**src/rtl/kvt_pkg.sv**
```systemverilog
`default_nettype none

package kvt_pkg;

    localparam int TABLE_DEPTH = 32;
    localparam int KEY_BITS    = 64;
    localparam int ADDR_W      = $clog2(TABLE_DEPTH);
    localparam int CNT_W       = $clog2(TABLE_DEPTH + 1);
    localparam int VAL_W       = 32;
    localparam int OUT_CNT_W   = 6;
    localparam int OUT_CNT_MAX = (2 ** OUT_CNT_W) - 1;
    localparam int OP_W        = 3;
    localparam int ST_W        = 2;

    localparam logic [OP_W-1:0] OP_INSERT = 3'd0;
    localparam logic [OP_W-1:0] OP_ERASE  = 3'd1;
    localparam logic [OP_W-1:0] OP_CLEAR  = 3'd2;
    localparam logic [OP_W-1:0] OP_LOOKUP = 3'd3;
    localparam logic [OP_W-1:0] OP_COUNT  = 3'd4;

    localparam logic [ST_W-1:0] ST_DONE    = 2'd0;
    localparam logic [ST_W-1:0] ST_FULL    = 2'd1;
    localparam logic [ST_W-1:0] ST_PRESENT = 2'd2;
    localparam logic [ST_W-1:0] ST_ABSENT  = 2'd3;

    typedef enum logic [1:0] {
        S_IDLE,
        S_SCAN,
        S_SHIFT,
        S_RESP
    } state_t;

    typedef struct packed {
        logic [KEY_BITS-1:0] key;
        logic [VAL_W-1:0]    value;
    } entry_t;

    typedef struct packed {
        logic              we;
        logic [ADDR_W-1:0] waddr;
        entry_t            wdata;
        logic [ADDR_W-1:0] raddr;
    } mem_req_t;

    typedef struct packed {
        logic [ST_W-1:0]      status;
        logic                 found;
        logic [VAL_W-1:0]     read_value;
        logic [OUT_CNT_W-1:0] match_count;
        logic [OUT_CNT_W-1:0] occupancy;
    } result_t;

    function automatic logic [OUT_CNT_W-1:0] sat_cnt(input logic [CNT_W-1:0] v);
        logic [OUT_CNT_W-1:0] r;
        if (32'(v) > OUT_CNT_MAX) begin
            r = OUT_CNT_W'(OUT_CNT_MAX);
        end else begin
            r = OUT_CNT_W'(v);
        end
        return r;
    endfunction

endpackage

`default_nettype wire

```
**src/rtl/kvt_ram.sv**
```systemverilog
`default_nettype none

module kvt_ram #(
    parameter int DEPTH = 32,
    parameter int WIDTH = 96
) (
    input  wire logic                     clk,
    input  wire logic                     we,
    input  wire logic [$clog2(DEPTH)-1:0] waddr,
    input  wire logic [WIDTH-1:0]         wdata,
    input  wire logic [$clog2(DEPTH)-1:0] raddr,
    output logic      [WIDTH-1:0]         rdata
);

    logic [WIDTH-1:0] mem [DEPTH];
    logic [WIDTH-1:0] rdata_reg;

    always_ff @(posedge clk) begin
        if (we) begin
            mem[waddr] <= wdata;
        end
        rdata_reg <= mem[raddr];
    end

    assign rdata = rdata_reg;

endmodule

`default_nettype wire

```
**src/rtl/kvt_ctrl.sv**
```systemverilog
`default_nettype none

module kvt_ctrl import kvt_pkg::*; (
    input  wire logic                aclk,
    input  wire logic                aresetn,
    input  wire logic                in_valid,
    output logic                     in_ready,
    input  wire logic [OP_W-1:0]     in_op,
    input  wire logic [KEY_BITS-1:0] in_key,
    input  wire logic [VAL_W-1:0]    in_value,
    output mem_req_t                 mem_req,
    input  wire entry_t              mem_rdata,
    output logic                     res_valid,
    input  wire logic                res_ready,
    output result_t                  res
);

    state_t              state_reg, state_next;
    logic [OP_W-1:0]     op_reg, op_next;
    logic [KEY_BITS-1:0] key_reg, key_next;
    logic [VAL_W-1:0]    val_reg, val_next;
    logic [CNT_W-1:0]    count_reg, count_next;
    logic [CNT_W-1:0]    rd_idx_reg, rd_idx_next;
    logic                cmp_vld_reg, cmp_vld_next;
    logic [ADDR_W-1:0]   cmp_idx_reg, cmp_idx_next;
    logic [CNT_W-1:0]    match_reg, match_next;
    logic [CNT_W-1:0]    sh_rd_reg, sh_rd_next;
    logic                sh_pend_reg, sh_pend_next;
    logic [ADDR_W-1:0]   sh_wa_reg, sh_wa_next;
    result_t             res_reg, res_next;

    logic             hit_now;
    logic             val_hit;
    logic             scan_more;
    logic             shift_more;
    logic [CNT_W-1:0] match_sum;
    logic [CNT_W-1:0] hit_next_slot;

    // compare stage sees the entry read in the previous cycle
    assign hit_now    = cmp_vld_reg && (op_reg != OP_COUNT) && (mem_rdata.key == key_reg);
    assign val_hit    = cmp_vld_reg && (op_reg == OP_COUNT) && (mem_rdata.value == val_reg);
    assign scan_more  = rd_idx_reg < count_reg;
    assign shift_more = sh_rd_reg < count_reg;
    assign match_sum  = match_reg + CNT_W'(val_hit);
    assign hit_next_slot = CNT_W'(cmp_idx_reg) + CNT_W'(1);

    always_ff @(posedge aclk) begin
        if (!aresetn) begin
            state_reg   <= S_IDLE;
            count_reg   <= '0;
            cmp_vld_reg <= 1'b0;
            sh_pend_reg <= 1'b0;
        end else begin
            state_reg   <= state_next;
            count_reg   <= count_next;
            cmp_vld_reg <= cmp_vld_next;
            sh_pend_reg <= sh_pend_next;
        end
        op_reg      <= op_next;
        key_reg     <= key_next;
        val_reg     <= val_next;
        rd_idx_reg  <= rd_idx_next;
        cmp_idx_reg <= cmp_idx_next;
        match_reg   <= match_next;
        sh_rd_reg   <= sh_rd_next;
        sh_wa_reg   <= sh_wa_next;
        res_reg     <= res_next;
    end

    always_comb begin
        state_next    = state_reg;
        op_next       = op_reg;
        key_next      = key_reg;
        val_next      = val_reg;
        count_next    = count_reg;
        rd_idx_next   = rd_idx_reg;
        cmp_vld_next  = 1'b0;
        cmp_idx_next  = cmp_idx_reg;
        match_next    = match_reg;
        sh_rd_next    = sh_rd_reg;
        sh_pend_next  = 1'b0;
        sh_wa_next    = sh_wa_reg;
        res_next      = res_reg;
        mem_req.we    = 1'b0;
        mem_req.waddr = count_reg[ADDR_W-1:0];
        mem_req.wdata = '{key: key_reg, value: val_reg};
        mem_req.raddr = rd_idx_reg[ADDR_W-1:0];
        in_ready      = (state_reg == S_IDLE);
        res_valid     = (state_reg == S_RESP);

        case (state_reg)
            S_IDLE: begin
                if (in_valid) begin
                    op_next     = in_op;
                    key_next    = in_key;
                    val_next    = in_value;
                    rd_idx_next = '0;
                    match_next  = '0;
                    res_next    = '0;
                    case (in_op)
                        OP_INSERT, OP_ERASE, OP_LOOKUP, OP_COUNT: begin
                            state_next = S_SCAN;
                        end
                        OP_CLEAR: begin
                            count_next = '0;
                            state_next = S_RESP;
                        end
                        default: begin
                            state_next = S_RESP;
                        end
                    endcase
                end
            end

            S_SCAN: begin
                match_next = match_sum;
                if (scan_more && !hit_now) begin
                    mem_req.raddr = rd_idx_reg[ADDR_W-1:0];
                    rd_idx_next   = rd_idx_reg + CNT_W'(1);
                    cmp_vld_next  = 1'b1;
                    cmp_idx_next  = rd_idx_reg[ADDR_W-1:0];
                end
                if (hit_now || !scan_more) begin
                    res_next       = '0;
                    res_next.found = hit_now && (op_reg != OP_COUNT);
                    state_next     = S_RESP;
                    case (op_reg)
                        OP_INSERT: begin
                            if (count_reg == CNT_W'(TABLE_DEPTH)) begin
                                res_next.status = ST_FULL;
                            end else if (hit_now) begin
                                res_next.status = ST_PRESENT;
                            end else begin
                                mem_req.we    = 1'b1;
                                mem_req.waddr = count_reg[ADDR_W-1:0];
                                count_next    = count_reg + CNT_W'(1);
                            end
                        end
                        OP_ERASE: begin
                            if (!hit_now) begin
                                res_next.status = ST_ABSENT;
                            end else if (hit_next_slot < count_reg) begin
                                // close the gap: later entries move down one slot
                                sh_rd_next = hit_next_slot;
                                state_next = S_SHIFT;
                            end else begin
                                count_next = count_reg - CNT_W'(1);
                            end
                        end
                        OP_LOOKUP: begin
                            if (hit_now) begin
                                res_next.read_value = mem_rdata.value;
                            end else begin
                                res_next.status = ST_ABSENT;
                            end
                        end
                        OP_COUNT: begin
                            res_next.match_count = sat_cnt(match_sum);
                        end
                        default: begin
                        end
                    endcase
                end
            end

            S_SHIFT: begin
                if (shift_more) begin
                    mem_req.raddr = sh_rd_reg[ADDR_W-1:0];
                    sh_rd_next    = sh_rd_reg + CNT_W'(1);
                    sh_pend_next  = 1'b1;
                    sh_wa_next    = sh_rd_reg[ADDR_W-1:0] - ADDR_W'(1);
                end
                if (sh_pend_reg) begin
                    mem_req.we    = 1'b1;
                    mem_req.waddr = sh_wa_reg;
                    mem_req.wdata = mem_rdata;
                end
                if (!shift_more && !sh_pend_reg) begin
                    count_next = count_reg - CNT_W'(1);
                    state_next = S_RESP;
                end
            end

            S_RESP: begin
                if (res_ready) begin
                    state_next = S_IDLE;
                end
            end

            default: begin
                state_next = S_IDLE;
            end
        endcase

        if (state_reg != S_RESP) begin
            res_next.occupancy = sat_cnt(count_next);
        end
    end

    assign res = res_reg;

endmodule

`default_nettype wire

```
**src/rtl/key_value_table.sv**
```systemverilog
// a request scans the stored entries in order behind the registered memory read; insert, erase
//   and lookup stop at the first key match, an erase then shifts the later entries down a slot,
//   clear scans none; the block works on one request at a time
// results sit in an output register, so the next request is taken while one waits
// reset (aresetn low, synchronous) empties the table and drops pending beats;
//   the entry memory itself is not swept
`default_nettype none

module key_value_table import kvt_pkg::*; (
    input  wire logic        aclk,
    input  wire logic        aresetn,
    input  wire logic        s_tvalid,
    output logic             s_tready,
    input  wire logic [95:0] s_tdata,  // lookup_key[63:0], entry_value[95:64]
    input  wire logic [2:0]  s_tuser,  // operation[2:0]
    output logic             m_tvalid,
    input  wire logic        m_tready,
    output logic      [47:0] m_tdata,  // read_value[31:0], match_count[37:32],
                                       // occupancy[43:38], zero[47:44]
    output logic      [2:0]  m_tuser   // status[1:0], found[2]
);

    mem_req_t mem_req;
    entry_t   mem_rdata;
    logic     res_valid;
    logic     res_ready;
    result_t  res;

    logic    out_valid_reg;
    result_t out_res_reg;

    kvt_ctrl u_ctrl (
        .aclk      (aclk),
        .aresetn   (aresetn),
        .in_valid  (s_tvalid),
        .in_ready  (s_tready),
        .in_op     (s_tuser),
        .in_key    (s_tdata[KEY_BITS-1:0]),
        .in_value  (s_tdata[95:64]),
        .mem_req   (mem_req),
        .mem_rdata (mem_rdata),
        .res_valid (res_valid),
        .res_ready (res_ready),
        .res       (res)
    );

    kvt_ram #(
        .DEPTH (TABLE_DEPTH),
        .WIDTH ($bits(entry_t))
    ) u_ram (
        .clk   (aclk),
        .we    (mem_req.we),
        .waddr (mem_req.waddr),
        .wdata (mem_req.wdata),
        .raddr (mem_req.raddr),
        .rdata (mem_rdata)
    );

    assign res_ready = !out_valid_reg || m_tready;

    always_ff @(posedge aclk) begin
        if (!aresetn) begin
            out_valid_reg <= 1'b0;
        end else if (res_ready) begin
            out_valid_reg <= res_valid;
        end
        if (res_ready && res_valid) begin
            out_res_reg <= res;
        end
    end

    assign m_tvalid = out_valid_reg;
    assign m_tdata  = {4'b0000, out_res_reg.occupancy, out_res_reg.match_count,
                       out_res_reg.read_value};
    assign m_tuser  = {out_res_reg.found, out_res_reg.status};

endmodule

`default_nettype wire

```
**config.mk**
```make
export PLATFORM = sky130hd
export DESIGN_NAME = key_value_table
export DESIGN_NICKNAME = d
export VERILOG_FILES = /design/src/rtl/kvt_pkg.sv /design/src/rtl/kvt_ram.sv /design/src/rtl/kvt_ctrl.sv /design/src/rtl/key_value_table.sv
export SDC_FILE = /design/constraint.sdc
export NUM_CORES = 2
export LEC_CHECK = 0
export ABC_CLOCK_PERIOD_IN_PS = 15580
export BUFFER_PORTS_ARGS = -buffer_cell sky130_fd_sc_hd__clkbuf_2
export CAP_MARGIN = 10
export CORE_MARGIN = 2
export CORE_UTILIZATION = 45
export DETAILED_ROUTE_END_ITERATION = 6
export PLACE_DENSITY = 0.58
export SYNTH_ARGS = -nofsm -noshare
export SYNTH_HDL_FRONTEND = slang
export SYNTH_SLANG_ARGS = --single-unit
```
**constraint.sdc**
```tcl
create_clock -name aclk -period 15.58 [get_ports aclk]
set_input_delay 0 -clock aclk [delete_from_list [all_inputs] [get_ports aclk]]
set_output_delay 0 -clock aclk [all_outputs]
set_load 0.005 [all_outputs]
```
==> metrics.txt <==
# TYPE chip_impl_metric gauge
chip_impl_info{name="status",value="finished with violations"} 1
chip_impl_info{name="violations",value="negative hold slack"} 1
chip_impl_info{name="hold_sp",value="s_tdata[13]"} 1
chip_impl_metric{name="finalHoldWorstSlack",unit="ns"} -0.0188
chip_impl_metric{name="rows",unit=""} 198
chip_impl_info{name="critical_path.cell_chain",value="xnor2_1 > o221ai_1 > nor4_1 > nand4_1 > nor2_1 > nor3b_2 > o2111ai_2 > nor3_2 > buf_4 > buf_4"} 1
chip_impl_metric{name="synth_area_per_cell",unit="um^2"} 15.3
chip_impl_metric{name="initial_core_util",unit="%"} 45.3
chip_impl_metric{name="synth.ff_latch_count",unit=""} 3400
chip_impl_metric{name="logic_depth_of_the_worst_register_to_register_path",unit=""} 10
chip_impl_metric{name="cts_buffers",unit=""} 353
chip_impl_metric{name="routed_via_density",unit=""} 5.99
chip_impl_metric{name="drv.max_cap_violation_count",unit=""} 0
chip_impl_info{name="dominantRegCellSynth",value="sky130_fd_sc_hd__edfxtp_1"} 1
chip_impl_metric{name="grt_first_pass_wirelength",unit="um"} 560000
chip_impl_metric{name="die_w",unit="um"} 545
chip_impl_metric{name="h-tree-depth",unit=""} 5
chip_impl_info{name="gr_busiest_metal",value="met2"} 1
chip_impl_info{name="critical_path_capture_point_type",value="flip-flop"} 1
chip_impl_metric{name="die_area",unit="um^2"} 297000
chip_impl_metric{name="synth-seq-area-share",unit="%"} 76.7
chip_impl_metric{name="flow.area_growth_from_synthesis",unit="%"} 14.5
chip_impl_metric{name="final.fill_count",unit=""} 23655
chip_impl_metric{name="synth-edff-count",unit=""} 3293
chip_impl_metric{name="max_slew_margin",unit="%"} 12.5
chip_impl_metric{name="worstMarginPinSlew",unit="ns"} 1.30
chip_impl_metric{name="grt_start_max_net_pins",unit=""} 126
chip_impl_info{name="r2r-end",value="u_ram.mem[0][38]$_DFFE_PP_"} 1
chip_impl_metric{name="total_negative_setup_slacks",unit="ns"} 0
chip_impl_info{name="tritoncts",value="yes"} 1
chip_impl_metric{name="gr_met1_demand_resource",unit="%"} 37.1
chip_impl_info{name="holdPathEnd",value="u_ctrl.key_reg[13]$_DFFE_PP_"} 1
chip_impl_metric{name="design.portCount",unit=""} 156
chip_impl_metric{name="placement.io_buffers",unit=""} 151
chip_impl_metric{name="drt_iter0_drc",unit=""} 9948
chip_impl_metric{name="clock-skew-final",unit="ns"} 0.0788
chip_impl_metric{name="drt_first_pass_iters",unit=""} 5
chip_impl_info{name="hold_path_class",value="in2reg"} 1
chip_impl_info{name="crit_type",value="reg2reg"} 1
chip_impl_metric{name="hpwl",unit="um"} 191000
chip_impl_metric{name="antenna_left",unit=""} 0
chip_impl_metric{name="finalSetupViolCount",unit=""} 0
chip_impl_metric{name="clock_sink_count",unit=""} 3400
chip_impl_metric{name="synth.yosys.warnings",unit=""} 0
chip_impl_metric{name="critical_path_peak_fanout",unit=""} 39
chip_impl_metric{name="hold-path-cell-count",unit=""} 2
chip_impl_metric{name="post_synth_instance_area",unit="um^2"} 132000
chip_impl_metric{name="antenna_found_initial",unit=""} 13
chip_impl_metric{name="setup_slack_at_placement",unit="ns"} 8.93
chip_impl_metric{name="route.detailed.drc",unit=""} 0
chip_impl_metric{name="postCtsResizedCells",unit=""} 0
chip_impl_metric{name="grt-ovfl-total",unit=""} 0
chip_impl_metric{name="critPathArrivalTime",unit="ns"} 7.26
chip_impl_metric{name="final_hold_viol_count",unit=""} 1
chip_impl_metric{name="timing.critical_path.slowest_cell_delay",unit="ns"} 1.03
chip_impl_metric{name="vdd.ir_drop.worst",unit="mV"} 0.248
chip_impl_metric{name="drive_above_1_share",unit="%"} 10.9
chip_impl_info{name="root_buffer",value="sky130_fd_sc_hd__clkbuf_16"} 1
chip_impl_metric{name="core_area",unit="um^2"} 291000
chip_impl_metric{name="reg2reg_slack",unit="ns"} 8.84
chip_impl_metric{name="yosys.cell_types.count",unit=""} 65
chip_impl_metric{name="cts.reportedPaths.clkPinSlew",unit="ns"} 0.06
chip_impl_metric{name="grtUsageTotal",unit="%"} 25.9
chip_impl_info{name="final_cell_mix",value="3,293 x sky130_fd_sc_hd__edfxtp_1, 1,578 x sky130_fd_sc_hd__nand2_1, 780 x sky130_fd_sc_hd__a21oi_1"} 1
chip_impl_info{name="rsz0062_at_grt",value="false"} 1
chip_impl_metric{name="routabilityCongestion",unit=""} 0.844
chip_impl_metric{name="power-per-cell-area",unit="nW/um^2"} 189
chip_impl_metric{name="die_h",unit="um"} 545
chip_impl_metric{name="cellLeakagePower",unit="uW"} 0.0511
chip_impl_info{name="crit_path_frequent_cell",value="sky130_fd_sc_hd__buf_4"} 1
chip_impl_metric{name="max_freq",unit="MHz"} 148
chip_impl_metric{name="routedWlPerCell",unit="um"} 30.0
chip_impl_metric{name="vias",unit=""} 79109
chip_impl_metric{name="wl",unit="um"} 396000
chip_impl_metric{name="setup_ws_post_layout",unit="ns"} 8.84
chip_impl_metric{name="use_met3",unit="%"} 3.97
chip_impl_metric{name="globalRouteMet2Util",unit="%"} 41.3
chip_impl_metric{name="critPathRequiredTime",unit="ns"} 16.10
chip_impl_metric{name="synth_instances",unit=""} 8641
chip_impl_info{name="critPathSlowestCell",value="sky130_fd_sc_hd__o2111ai_2"} 1
chip_impl_metric{name="synthArstFlopShare",unit="%"} 0
chip_impl_metric{name="vias_in_the_first_global_route",unit=""} 76425
chip_impl_info{name="rr_startpoint",value="u_ctrl.key_reg[27]$_DFFE_PP_"} 1
chip_impl_metric{name="clkLatencyLatePin",unit="ns"} 0.94
chip_impl_metric{name="final.period_utilization",unit="%"} 43.3
chip_impl_metric{name="layout_min_cycle_time",unit="ns"} 6.74
chip_impl_metric{name="longest_clk_path_bufs",unit=""} 4
chip_impl_metric{name="post_layout_nets",unit=""} 9136
chip_impl_info{name="worst_setup_path_start_kind",value="flip-flop"} 1
chip_impl_metric{name="flip_flop_count_of_the_largest_register_after_layout",unit=""} 3072
chip_impl_metric{name="final-max-slew-violation-count",unit=""} 0
chip_impl_info{name="final_common_cell",value="sky130_fd_sc_hd__edfxtp_1"} 1
## Yosys cell counts (5+ instances only)
| cell type | n | share of area (%) |
|---|---|---|
| sky130_fd_sc_hd__o22ai_1 | 390 | 1.9 |
| sky130_fd_sc_hd__a21oi_1 | 780 | 3.0 |
| sky130_fd_sc_hd__a22o_1 | 9 | 0.060 |
| sky130_fd_sc_hd__and2_1 | 42 | 0.20 |
| sky130_fd_sc_hd__ha_1 | 29 | 0.28 |
| sky130_fd_sc_hd__edfxtp_1 | 3293 | 75 |
| sky130_fd_sc_hd__xnor2_1 | 61 | 0.41 |
| sky130_fd_sc_hd__nor3_1 | 39 | 0.15 |
| sky130_fd_sc_hd__nor2_1 | 61 | 0.17 |
| sky130_fd_sc_hd__buf_4 | 22 | 0.13 |
| sky130_fd_sc_hd__clkbuf_1 | 246 | 0.70 |
| sky130_fd_sc_hd__nor2b_1 | 13 | 0.062 |
| sky130_fd_sc_hd__nand4_1 | 18 | 0.085 |
| sky130_fd_sc_hd__o21ai_0 | 35 | 0.13 |
| sky130_fd_sc_hd__buf_1 | 53 | 0.15 |
| sky130_fd_sc_hd__nand2b_1 | 16 | 0.076 |
| sky130_fd_sc_hd__o31ai_1 | 99 | 0.56 |
| sky130_fd_sc_hd__inv_1 | 42 | 0.12 |
| sky130_fd_sc_hd__a2111o_1 | 5 | 0.043 |
| sky130_fd_sc_hd__nand2_1 | 1582 | 4.5 |
| sky130_fd_sc_hd__dfxtp_1 | 107 | 1.6 |
| sky130_fd_sc_hd__mux2i_1 | 776 | 5.9 |
| sky130_fd_sc_hd__or4_1 | 192 | 1.1 |
| sky130_fd_sc_hd__o21a_1 | 5 | 0.028 |
| sky130_fd_sc_hd__a31oi_1 | 9 | 0.043 |
| sky130_fd_sc_hd__mux2_2 | 88 | 0.75 |
| sky130_fd_sc_hd__xor2_1 | 35 | 0.23 |
| sky130_fd_sc_hd__nand3_1 | 115 | 0.44 |
| sky130_fd_sc_hd__nor4_1 | 205 | 0.97 |
| sky130_fd_sc_hd__buf_2 | 207 | 0.79 |
## metal layers
layer	wire length, um	up-vias
li1	-	33714
met1	165000	40859
met2	185000	3939
met3	35400	597
met4	10100	0
met5	0	-
## final cells by class
cell class	count	area, um^2	share of cell area, %
Clock inverter	171	1930	1.28
Clock buffer	475	9760	6.47
Timing Repair Buffer	537	4470	2.96
Inverter	43	161	0.107
Multi-Input combinational cell	4669	28600	19.0
Tap cell	3900	4880	3.23
Antenna cell	6	15.0	0.00995
Sequential cell	3400	101000	67.0
## worst max-delay path by stage
stage	startpoint	end	slack [ns]
after global placement	u_ctrl.key_reg[0]$_DFFE_PP_	u_ram.mem[13][74]$_DFFE_PP_	9.00
after detailed placement	u_ctrl.key_reg[0]$_DFFE_PP_	u_ram.mem[15][74]$_DFFE_PP_	8.93
after CTS	u_ctrl.key_reg[0]$_DFFE_PP_	u_ram.mem[15][36]$_DFFE_PP_	8.90
after global routing	u_ctrl.state_reg[0]$_SDFFE_PN0P_	u_ram.rdata[51]$_DFF_P_	8.66
final	u_ctrl.key_reg[27]$_DFFE_PP_	u_ram.mem[0][38]$_DFFE_PP_	8.84
after floorplan	u_ctrl.count_reg[3]$_SDFF_PN0_	u_ram.mem[21][0]$_DFFE_PP_	5.71
## critical path, delay by kind of cell (launching register included)
family | cells | cell delay (ns)
compound gates | 2 | 1.34
buf+inv | 2 | 1.11
simple gates | 5 | 2.71
xor+xnor | 1 | 0.72
flops | 1 | 0.40
## report_power, final
part           internal (uW)  switching (uW)  total, uW
Sequential             10800             309      11100
Combinational           2660            6310       8970
Clock                   4960            3550       8510
## what timing repair did
action | 4_1_cts | 5_1_grt
setup buffers | 0 | 0
hold endpoints to repair | 144 | 0
hold buffers | 203 | 0
## cells by family (layout without fill, tap and decap cells)
group / Yosys count / count (layout) / synth area share (%)
DFF: 3400 / 3400 / 76.7
and+or+nand+nor: 2303 / 2303 / 7.87
AOI/OAI and AO/OA: 1372 / 1372 / 5.99
muxes: 865 / 865 / 6.66
buffers and inverters: 575 / 1226 / 1.92
xor gates and xnor gates: 96 / 96 / 0.638
adders and majority gates: 29 / 29 / 0.275
other: 1 / 10 / 0.00285
## metrics by stage
| stage | std cells | util [%] | hold slack (ns) | area, um^2 | total power (uW) |
|---|---|---|---|---|---|
| after floorplan | 8644 | - | 0.0989 | 132000 | 16800 |
| after global placement | 12344 | 47.1 | 0.177 | 137000 | 20000 |
| after detailed placement | 12345 | 47.1 | 0.179 | 137000 | 20100 |
| after CTS | 13194 | 51.8 | 0.00790 | 151000 | 28600 |
| after global routing | 13198 | 51.8 | 0.0160 | 151000 | 29600 |
| final | 13201 | 51.8 | -0.0188 | 151000 | 28600 |
No activity file was read; power rests on OpenSTA's default activity.
